## src/ura_pkg.sv

```systemverilog
// ----------------------------------------------------------------------------
// ura_pkg
// Shared constants, types and helpers for the radix-to-ASCII converter.
// ----------------------------------------------------------------------------
package ura_pkg;

  localparam int MAX_DIGITS = 32;
  localparam int CNT_W      = $clog2(MAX_DIGITS + 1);
  localparam int VAL_W      = 32;
  localparam int RAD_W      = 5;
  localparam int DIG_W      = 4;
  localparam int CHR_W      = 7;
  localparam int STEP_W     = $clog2(VAL_W);

  localparam logic [RAD_W-1:0] RADIX_MIN = RAD_W'(2);
  localparam logic [RAD_W-1:0] RADIX_MAX = RAD_W'(16);

  localparam logic [CHR_W-1:0] CHR_ZERO  = CHR_W'(8'h30);
  localparam logic [CHR_W-1:0] CHR_UPPER = CHR_W'(8'h41);
  localparam logic [CHR_W-1:0] CHR_LOWER = CHR_W'(8'h61);
  localparam logic [DIG_W-1:0] DIG_TEN   = DIG_W'(10);

  typedef enum logic [1:0] {
    ST_IDLE,
    ST_DIV,
    ST_EMIT
  } ura_state_t;

  typedef struct packed {
    logic start;
  } div_ctrl_t;

  typedef struct packed {
    logic busy;
    logic done;
  } div_stat_t;

  typedef struct packed {
    logic push;
    logic pop;
  } stk_ctrl_t;

  function automatic logic [CHR_W-1:0] digit_char(input logic [DIG_W-1:0] d,
                                                  input logic upper);
    logic [CHR_W-1:0] base;
    if (d < DIG_TEN) begin
      digit_char = CHR_ZERO + CHR_W'(d);
    end else begin
      base = upper ? CHR_UPPER : CHR_LOWER;
      digit_char = base + CHR_W'(d - DIG_TEN);
    end
  endfunction

endpackage

```

## src/ura_divider.sv

```systemverilog
// ----------------------------------------------------------------------------
// ura_divider
// Bit-serial restoring divider: one dividend bit per cycle, remainder < radix.
// ----------------------------------------------------------------------------
module ura_divider (
  input  logic                      clk,
  input  logic                      rst_n,
  input  ura_pkg::div_ctrl_t        ctrl,
  input  logic [ura_pkg::VAL_W-1:0] dividend,
  input  logic [ura_pkg::RAD_W-1:0] divisor,
  output ura_pkg::div_stat_t        stat,
  output logic [ura_pkg::VAL_W-1:0] quotient,
  output logic [ura_pkg::DIG_W-1:0] remainder
);
  import ura_pkg::*;

  logic [VAL_W-1:0]  q_r, q_nxt;
  logic [RAD_W-1:0]  rem_r, rem_nxt;
  logic [RAD_W-1:0]  dvs_r;
  logic [STEP_W-1:0] step_r, step_nxt;
  logic              busy_r, busy_nxt;
  logic              done_r, done_nxt;
  logic [RAD_W-1:0]  trial;
  logic              fits;

  assign trial = {rem_r[RAD_W-2:0], q_r[VAL_W-1]};
  assign fits  = trial >= dvs_r;

  always_comb begin
    q_nxt    = q_r;
    rem_nxt  = rem_r;
    step_nxt = step_r;
    busy_nxt = busy_r;
    done_nxt = 1'b0;
    if (ctrl.start) begin
      q_nxt    = dividend;
      rem_nxt  = '0;
      step_nxt = '0;
      busy_nxt = 1'b1;
    end else if (busy_r) begin
      q_nxt    = {q_r[VAL_W-2:0], fits};
      rem_nxt  = fits ? trial - dvs_r : trial;
      step_nxt = step_r + STEP_W'(1);
      if (step_r == STEP_W'(VAL_W - 1)) begin
        busy_nxt = 1'b0;
        done_nxt = 1'b1;
      end
    end
  end

  always_ff @(posedge clk) begin
    if (!rst_n) begin
      busy_r <= 1'b0;
      done_r <= 1'b0;
      step_r <= '0;
    end else begin
      busy_r <= busy_nxt;
      done_r <= done_nxt;
      step_r <= step_nxt;
    end
  end

  always_ff @(posedge clk) begin
    q_r   <= q_nxt;
    rem_r <= rem_nxt;
    if (ctrl.start) begin
      dvs_r <= divisor;
    end
  end

  assign stat.busy = busy_r;
  assign stat.done = done_r;
  assign quotient  = q_r;
  assign remainder = rem_r[DIG_W-1:0];

endmodule

```

## src/ura_digit_stack.sv

```systemverilog
// ----------------------------------------------------------------------------
// ura_digit_stack
// LIFO shift register of digits; push enters at the top, pop shifts up.
// ----------------------------------------------------------------------------
module ura_digit_stack (
  input  logic                      clk,
  input  ura_pkg::stk_ctrl_t        ctrl,
  input  logic [ura_pkg::DIG_W-1:0] push_digit,
  output logic [ura_pkg::DIG_W-1:0] top_digit
);
  import ura_pkg::*;

  logic [DIG_W-1:0] stk_r [MAX_DIGITS];

  always_ff @(posedge clk) begin
    if (ctrl.push) begin
      stk_r[0] <= push_digit;
      for (int i = 1; i < MAX_DIGITS; i++) begin
        stk_r[i] <= stk_r[i-1];
      end
    end else if (ctrl.pop) begin
      for (int i = 0; i < MAX_DIGITS - 1; i++) begin
        stk_r[i] <= stk_r[i+1];
      end
      stk_r[MAX_DIGITS-1] <= '0;
    end
  end

  assign top_digit = stk_r[0];

endmodule

```

## src/unsigned_radix_to_ascii.sv

```systemverilog
// ----------------------------------------------------------------------------
// unsigned_radix_to_ascii
// Converts a 32-bit unsigned value to ASCII digits in radix 2..16, MSB first.
// ----------------------------------------------------------------------------
// One request is taken at a time. Each digit is produced by a bit-serial
// divider that runs one full division per digit, so the time a number
// occupies the block grows with its significant digits and output
// characters. Digits are held in a LIFO shift register and leave one
// character per cycle, while the output is not stalled, through an output
// register, which may still hold the last character while the next request
// is accepted. Radix saturates to 2..16, padding is capped at MAX_DIGITS,
// and a zero value without padding gives a single '0'.
module unsigned_radix_to_ascii (
  input  logic                      clk,
  input  logic                      rst_n,
  input  logic                      in_valid,
  output logic                      in_ready,
  input  logic [31:0]               in_value,
  input  logic [4:0]                in_radix,
  input  logic                      in_upper_case,
  input  logic [5:0]                in_min_digits,
  output logic                      out_valid,
  input  logic                      out_ready,
  output logic [6:0]                out_char_code,
  output logic                      out_last
);
  import ura_pkg::*;

  ura_state_t       state_r, state_nxt;
  logic [RAD_W-1:0] rad_r, rad_nxt;
  logic             upper_r, upper_nxt;
  logic [CNT_W-1:0] pad_r, pad_nxt;
  logic [CNT_W-1:0] n_r, n_nxt;
  logic [CNT_W-1:0] cnt_r, cnt_nxt;
  logic             out_valid_r, out_valid_nxt;
  logic [CHR_W-1:0] char_r, char_nxt;
  logic             last_r, last_nxt;
  logic             out_load;

  div_ctrl_t        div_ctrl;
  div_stat_t        div_stat;
  logic [VAL_W-1:0] div_dividend;
  logic [VAL_W-1:0] div_quo;
  logic [DIG_W-1:0] div_rem;
  stk_ctrl_t        stk_ctrl;
  logic [DIG_W-1:0] stk_top;

  logic [CNT_W-1:0] min_ext;
  logic [CNT_W-1:0] n_inc;
  logic             slot_free;

  function automatic logic [CNT_W-1:0] out_len(input logic [CNT_W-1:0] n,
                                               input logic [CNT_W-1:0] pad);
    logic [CNT_W-1:0] l;
    l = (n > pad) ? n : pad;
    if (l == '0) begin
      l = CNT_W'(1);
    end
    out_len = l;
  endfunction

  ura_divider u_div (
    .clk       (clk),
    .rst_n     (rst_n),
    .ctrl      (div_ctrl),
    .dividend  (div_dividend),
    .divisor   (rad_nxt),
    .stat      (div_stat),
    .quotient  (div_quo),
    .remainder (div_rem)
  );

  ura_digit_stack u_stk (
    .clk        (clk),
    .ctrl       (stk_ctrl),
    .push_digit (div_rem),
    .top_digit  (stk_top)
  );

  assign min_ext      = CNT_W'(in_min_digits);
  assign n_inc        = n_r + CNT_W'(1);
  assign slot_free    = !out_valid_r || out_ready;
  assign div_dividend = (state_r == ST_IDLE) ? in_value : div_quo;

  always_comb begin
    state_nxt      = state_r;
    rad_nxt        = rad_r;
    upper_nxt      = upper_r;
    pad_nxt        = pad_r;
    n_nxt          = n_r;
    cnt_nxt        = cnt_r;
    out_valid_nxt  = out_valid_r;
    char_nxt       = char_r;
    last_nxt       = last_r;
    out_load       = 1'b0;
    div_ctrl.start = 1'b0;
    stk_ctrl.push  = 1'b0;
    stk_ctrl.pop   = 1'b0;
    in_ready       = 1'b0;

    if (out_valid_r && out_ready) begin
      out_valid_nxt = 1'b0;
    end

    case (state_r)
      ST_IDLE: begin
        in_ready = 1'b1;
        if (in_valid) begin
          if (in_radix < RADIX_MIN) begin
            rad_nxt = RADIX_MIN;
          end else if (in_radix > RADIX_MAX) begin
            rad_nxt = RADIX_MAX;
          end else begin
            rad_nxt = in_radix;
          end
          upper_nxt = in_upper_case;
          pad_nxt   = (min_ext > CNT_W'(MAX_DIGITS)) ? CNT_W'(MAX_DIGITS) : min_ext;
          n_nxt     = '0;
          if (in_value == '0) begin
            cnt_nxt   = out_len('0, pad_nxt);
            state_nxt = ST_EMIT;
          end else begin
            div_ctrl.start = 1'b1;
            state_nxt      = ST_DIV;
          end
        end
      end
      ST_DIV: begin
        if (div_stat.done) begin
          stk_ctrl.push = 1'b1;
          n_nxt         = n_inc;
          if (div_quo == '0 || n_inc == CNT_W'(MAX_DIGITS)) begin
            cnt_nxt   = out_len(n_inc, pad_r);
            state_nxt = ST_EMIT;
          end else begin
            div_ctrl.start = 1'b1;
          end
        end
      end
      ST_EMIT: begin
        if (slot_free) begin
          out_load      = 1'b1;
          out_valid_nxt = 1'b1;
          if (cnt_r > n_r) begin
            char_nxt = digit_char('0, upper_r);
          end else begin
            char_nxt     = digit_char(stk_top, upper_r);
            stk_ctrl.pop = 1'b1;
          end
          last_nxt = (cnt_r == CNT_W'(1));
          cnt_nxt  = cnt_r - CNT_W'(1);
          if (cnt_r == CNT_W'(1)) begin
            state_nxt = ST_IDLE;
          end
        end
      end
      default: begin
        state_nxt = ST_IDLE;
      end
    endcase
  end

  always_ff @(posedge clk) begin
    if (!rst_n) begin
      state_r     <= ST_IDLE;
      out_valid_r <= 1'b0;
    end else begin
      state_r     <= state_nxt;
      out_valid_r <= out_valid_nxt;
    end
  end

  always_ff @(posedge clk) begin
    rad_r   <= rad_nxt;
    upper_r <= upper_nxt;
    pad_r   <= pad_nxt;
    n_r     <= n_nxt;
    cnt_r   <= cnt_nxt;
    if (out_load) begin
      char_r <= char_nxt;
      last_r <= last_nxt;
    end
  end

  assign out_valid     = out_valid_r;
  assign out_char_code = char_r;
  assign out_last      = last_r;

endmodule
```

## config.mk

```make
export PLATFORM = sky130hd
export DESIGN_NAME = unsigned_radix_to_ascii
export DESIGN_NICKNAME = d
export VERILOG_FILES = /design/src/ura_pkg.sv /design/src/ura_divider.sv /design/src/ura_digit_stack.sv /design/src/unsigned_radix_to_ascii.sv
export SDC_FILE = /design/constraint.sdc
export NUM_CORES = 1
export LEC_CHECK = 0
export ABC_AREA = 1
export BUFFER_PORTS_ARGS = -buffer_cell sky130_fd_sc_hd__buf_2
export CORE_MARGIN = 1.5
export CORE_UTILIZATION = 26
export DETAILED_ROUTE_END_ITERATION = 10
export PLACE_DENSITY = 0.39
export SKIP_CTS_REPAIR_TIMING = 1
export SYNTH_ARGS = -nofsm -noshare
export SYNTH_HDL_FRONTEND = slang
export SYNTH_HIERARCHICAL = 1
export SYNTH_SLANG_ARGS = --single-unit
```

## constraint.sdc

```tcl
create_clock -name clk -period 3.6 [get_ports clk]
set_clock_uncertainty 0.2 [all_clocks]
set_input_delay 0.9 -clock clk [delete_from_list [all_inputs] [get_ports clk]]
set_output_delay 0.9 -clock clk [all_outputs]
set_load 0.05 [all_outputs]
```

* Word level (Yosys, flattened, before mapping) *
Memories as Yosys holds them, arrays and structs flattened.
Index checks and enable logic that the tools add are counted.

storage, ports and cells
  register bits after elaboration = 83
  RAM bits = 128
  bits of input ports = 48
  logic and storage cells = 185
  memories = 1

operators by class
  $add $sub $neg = 7
  $lt $le $gt $ge = 8
  equality and inequality tests = 12
  muxes and demuxes = 88
  bitwise gates (word level) = 34
  reduce and logical (&&, ||, !) cells = 20

memory list
  name         words  bits a word  rd ports  clocked after memory_dff  wr ports  RTL line               RTL
  u_stk.stk_r  32     4            32        0                         32        ura_digit_stack.sv:13  logic [DIG_W-1:0] stk_r [MAX_DIGITS];

operators by type and width
  operator               count
  $mux W4                33
  $mux W32               3
  $mux W6                13
  $logic_not A32 Y1      2
  $or A1 B1 Y1           32
  $mux W1                24
  $mux W5                4
  $pmux W6 S3            1
  $gt A6 B6 Y1           2
  $logic_not A6 Y1       2
  $mux W2                6
  $pmux W6 S2            1
  $ne A2 B2 Y1 const B   4
  $add A6 B4 Y7 const A  1
  $add A7 B7 Y7          1
  $mux W7                1
  $add A6 B1 Y6 const B  1
  $eq A6 B1 Y1 const B   1
  $eq A6 B6 Y1 const B   1
  $gt A1 B6 Y1 const A   1
  $gt A6 B6 Y1 const B   1
  $ne A2 B1 Y1 const B   3
  $pmux W2 S3            1
  $reduce_and A3 Y1      2
  24 further kinds       28

* Longest topological paths before layout *
  depth after elaboration = 9
  mapped depth = 18
  mapped depth without buffers = 18

* Hierarchy *
The synthesis kept the hierarchy.

modules (own cells, without submodules)
  module                   instances  cells each  area each (µm²)  sequential area each (µm²)
  ura_digit_stack          1          528         5542.8           3843.7
  unsigned_radix_to_ascii  1          422         2952.8           970.9
  ura_divider              1          237         2208.4           1331.3

* Worst setup path after synthesis *
OpenSTA, ideal clock, no wires.

  path kind = reg-to-reg
  start = register n_r[3]
  end = memory u_stk.stk_r[0][0] (enable)
  arrival time = 3.213 ns
  path slack = -0.246 ns
  stages on the path, launching flop included = 12
  path buffers = 1
  clock period less this slack = 3.846 ns
  cell sequence = edfxtp_1 -> inv_1 -> ha_1 -> nand2_1 -> inv_1 -> o21ai_0 -> o211ai_1 -> nand2_1 -> inv_1 -> nor3_1 -> buf_2 -> or2_2

RTL lines
  item                      RTL line                        RTL
  start: declaration        unsigned_radix_to_ascii.sv:33   logic [CNT_W-1:0] n_r, n_nxt;
  start signal: assignment  unsigned_radix_to_ascii.sv:177  n_r <= n_nxt;
  end: declaration          ura_digit_stack.sv:13

* Worst setup path in the final report *
  start = register state_r[0]
  end = output in_ready

between the ends
  longest elaborated chain between the ends = 2

ends and longest elaborated chain
  item                      RTL line                        RTL
  start: declaration        unsigned_radix_to_ascii.sv:29   ura_state_t state_r, state_nxt;
  start signal: assignment  unsigned_radix_to_ascii.sv:168  state_r <= state_nxt;
  $logic_not A2 Y1          unsigned_radix_to_ascii.sv:105  case (state_r)
  $mux W1                   unsigned_radix_to_ascii.sv:105
  end: declaration          unsigned_radix_to_ascii.sv:17   output logic in_ready,

Every way passes these cells.

==> flow_summary.ini <==
[status]
outcome = finished clean

[clock_tree]
tritoncts = built
cts_num_sinks = 211
clock_path_buffers = 3
clk_latency_ps = 540
clk_pin_slew_worst_paths_ps = 60
cts_root_buf = clkbuf_16
htree_num_levels = 1
numCtsBuffers = 26

[timing]
max_freq_ghz = 0.335
holdWs_ps = 264
fin_crit_ps = 2980
finalHoldViolations = 0
tns_ps = 0
tightest_slew_ps = 813
report.final.slew_viol_count = 0
maxSlewHeadroom = 0.458
rsz0062_at_grt = no
setup_viol = 0
fin_crit_sh = 0.828

[worst_setup_path]
reg2reg_to = cnt_r[0]
crit_buf_inv = 3
cpPeakStageDelay_ps = 360
cp-endpoint = in_ready
timing.rr.start = n_r[0]
cp.required_ps = 2500
r2r_cells = 17
critPathLaunch = state_r[0]
worstSetupPathType = flop to output pin
crit_path_max_fanout = 38
endpoint_kind = output pin
crit_path_start_kind = flop
cp.depth = 4
crit_arrival_ps = 1880
critPathSlowestCell = buf_4
crit_chain = inv_1 -> ha_1 -> buf_4 -> buf_2
regToRegSetupSlack_ps = 660
critPathTopFamily = buffers and inverters

[global_routing]
gr-usage-met3 = 0.0181
use_met2 = 0.176
grt_max_degree = 117
antenna_found_initial = 0
overflow = 0
grt_most_used_layer = met2
grt_pass1_vias = 7654
grt_pass1_wl_mm = 39.6
use_met1 = 0.165
grt_util_all_layers = 0.115

[placed_design]
place_congestion = 0.718
dp_hpwl_mm = 15.1
port_buffers = 57

[logic_synthesis]
synth_area_sq_mm = 0.0107
syn-mean-instance-area_sq_um = 9.02
synth_fp_nets = 1267
synthCells = 1186
ys_warn_count = 6

[detailed_routing]
wl_mm = 23.6
drtIter0Drc = 397
routedWlPerCell_um = 13.2
dr.pass1.iters = 5
postRouteAntennaNets = 0
vias = 7763
viasPerCell = 4.36
drc_errors = 0

[floorplan]
core_sq_mm = 0.0407
start_util = 0.263
die_w_um = 206
pin_count = 58
die_height_um = 206
design.die.area_sq_mm = 0.0424
rows = 74

[layout]
final_cell_mix = nand2_1, edfxtp_1, nand3_1
drive_gt1_frac = 0.115
fin_nets = 1311
syn2layout_area_growth_pct = 15.4
final_common_cell = nand2_1
insertedDiodeCount = 0

[power]
ir_worst_vdd_v = 0.000323
power_leakage_nw = 5.36
power_density_mw_per_mm2 = 803

[flow_run]
maxCapViolCount = 0

[worst_hold_path]
min_from = u_div/step_r[3]
hp-class = flop to flop
-- metal layers --
| metal | wire, um | up-vias |
|---|---|---|
| met5 | 0 | - |
| met4 | 474 | 0 |
| met3 | 819 | 35 |
| met2 | 10200 | 87 |
| met1 | 12100 | 3638 |
| li1 | - | 4003 |
-- through the flow --
stage          setup WS, ps  utilization  instances  power, W  instance area, sq um
6_report                618        0.303       1780   0.00992                 12300
4_1_cts                 573        0.303       1780    0.0101                 12300
3_3_place_gp            288        0.284       1734   0.00756                 11600
3_5_place_dp            193        0.284       1734   0.00756                 11600
2_1_floorplan           389            -       1186   0.00662                 10700
5_1_grt                 351        0.303       1780    0.0107                 12300
-- worst min path at each step --
stage	slack, ps	to	depth (start not counted)
floorplan	220	rad_r[1]	2
global placement	250	u_div/step_r[3]	2
detailed placement	260	u_div/step_r[3]	2
CTS	270	u_div/step_r[3]	2
global route	290	u_div/step_r[3]	2
finish	260	u_div/step_r[3]	2
-- flip-flops by register name (all words and copies together), names as in the netlist, 2 cells and up --
name	flops
u_stk/stk_r	128
u_div/quotient	32
out_char_code	7
cnt_r	6
n_r	6
pad_r	6
rad_r	5
u_div/dvs_r	5
u_div/step_r	5
u_div/rem_r	4
state_r	2
-- report_power, final --
| part | switching, W | internal, W | total (W) |
|---|---|---|---|
| registers | 0.000429 | 0.00378 | 0.00421 |
| clock network | 0.00101 | 0.00145 | 0.00246 |
| logic | 0.00218 | 0.00106 | 0.00324 |
-- layout make-up --
type                    count  area, sq um
clock buffers              34          712
clock inverters            12         81.3
fillers                  4367        28400
inverters                 105          395
multi-input cells         814         3890
flip-flops and latches    211         6150
well taps                 532          666
repair buffers             72          460
-- tightest hold or removal path: cells and delay by family (launching register included) --
| family | cells | cell delay, ps |
|---|---|---|
| compound gates | 1 | 50 |
| flops | 1 | 310 |
| buf+inv | 1 | 60 |
Note: power is estimated with default switching activity, not from simulation.
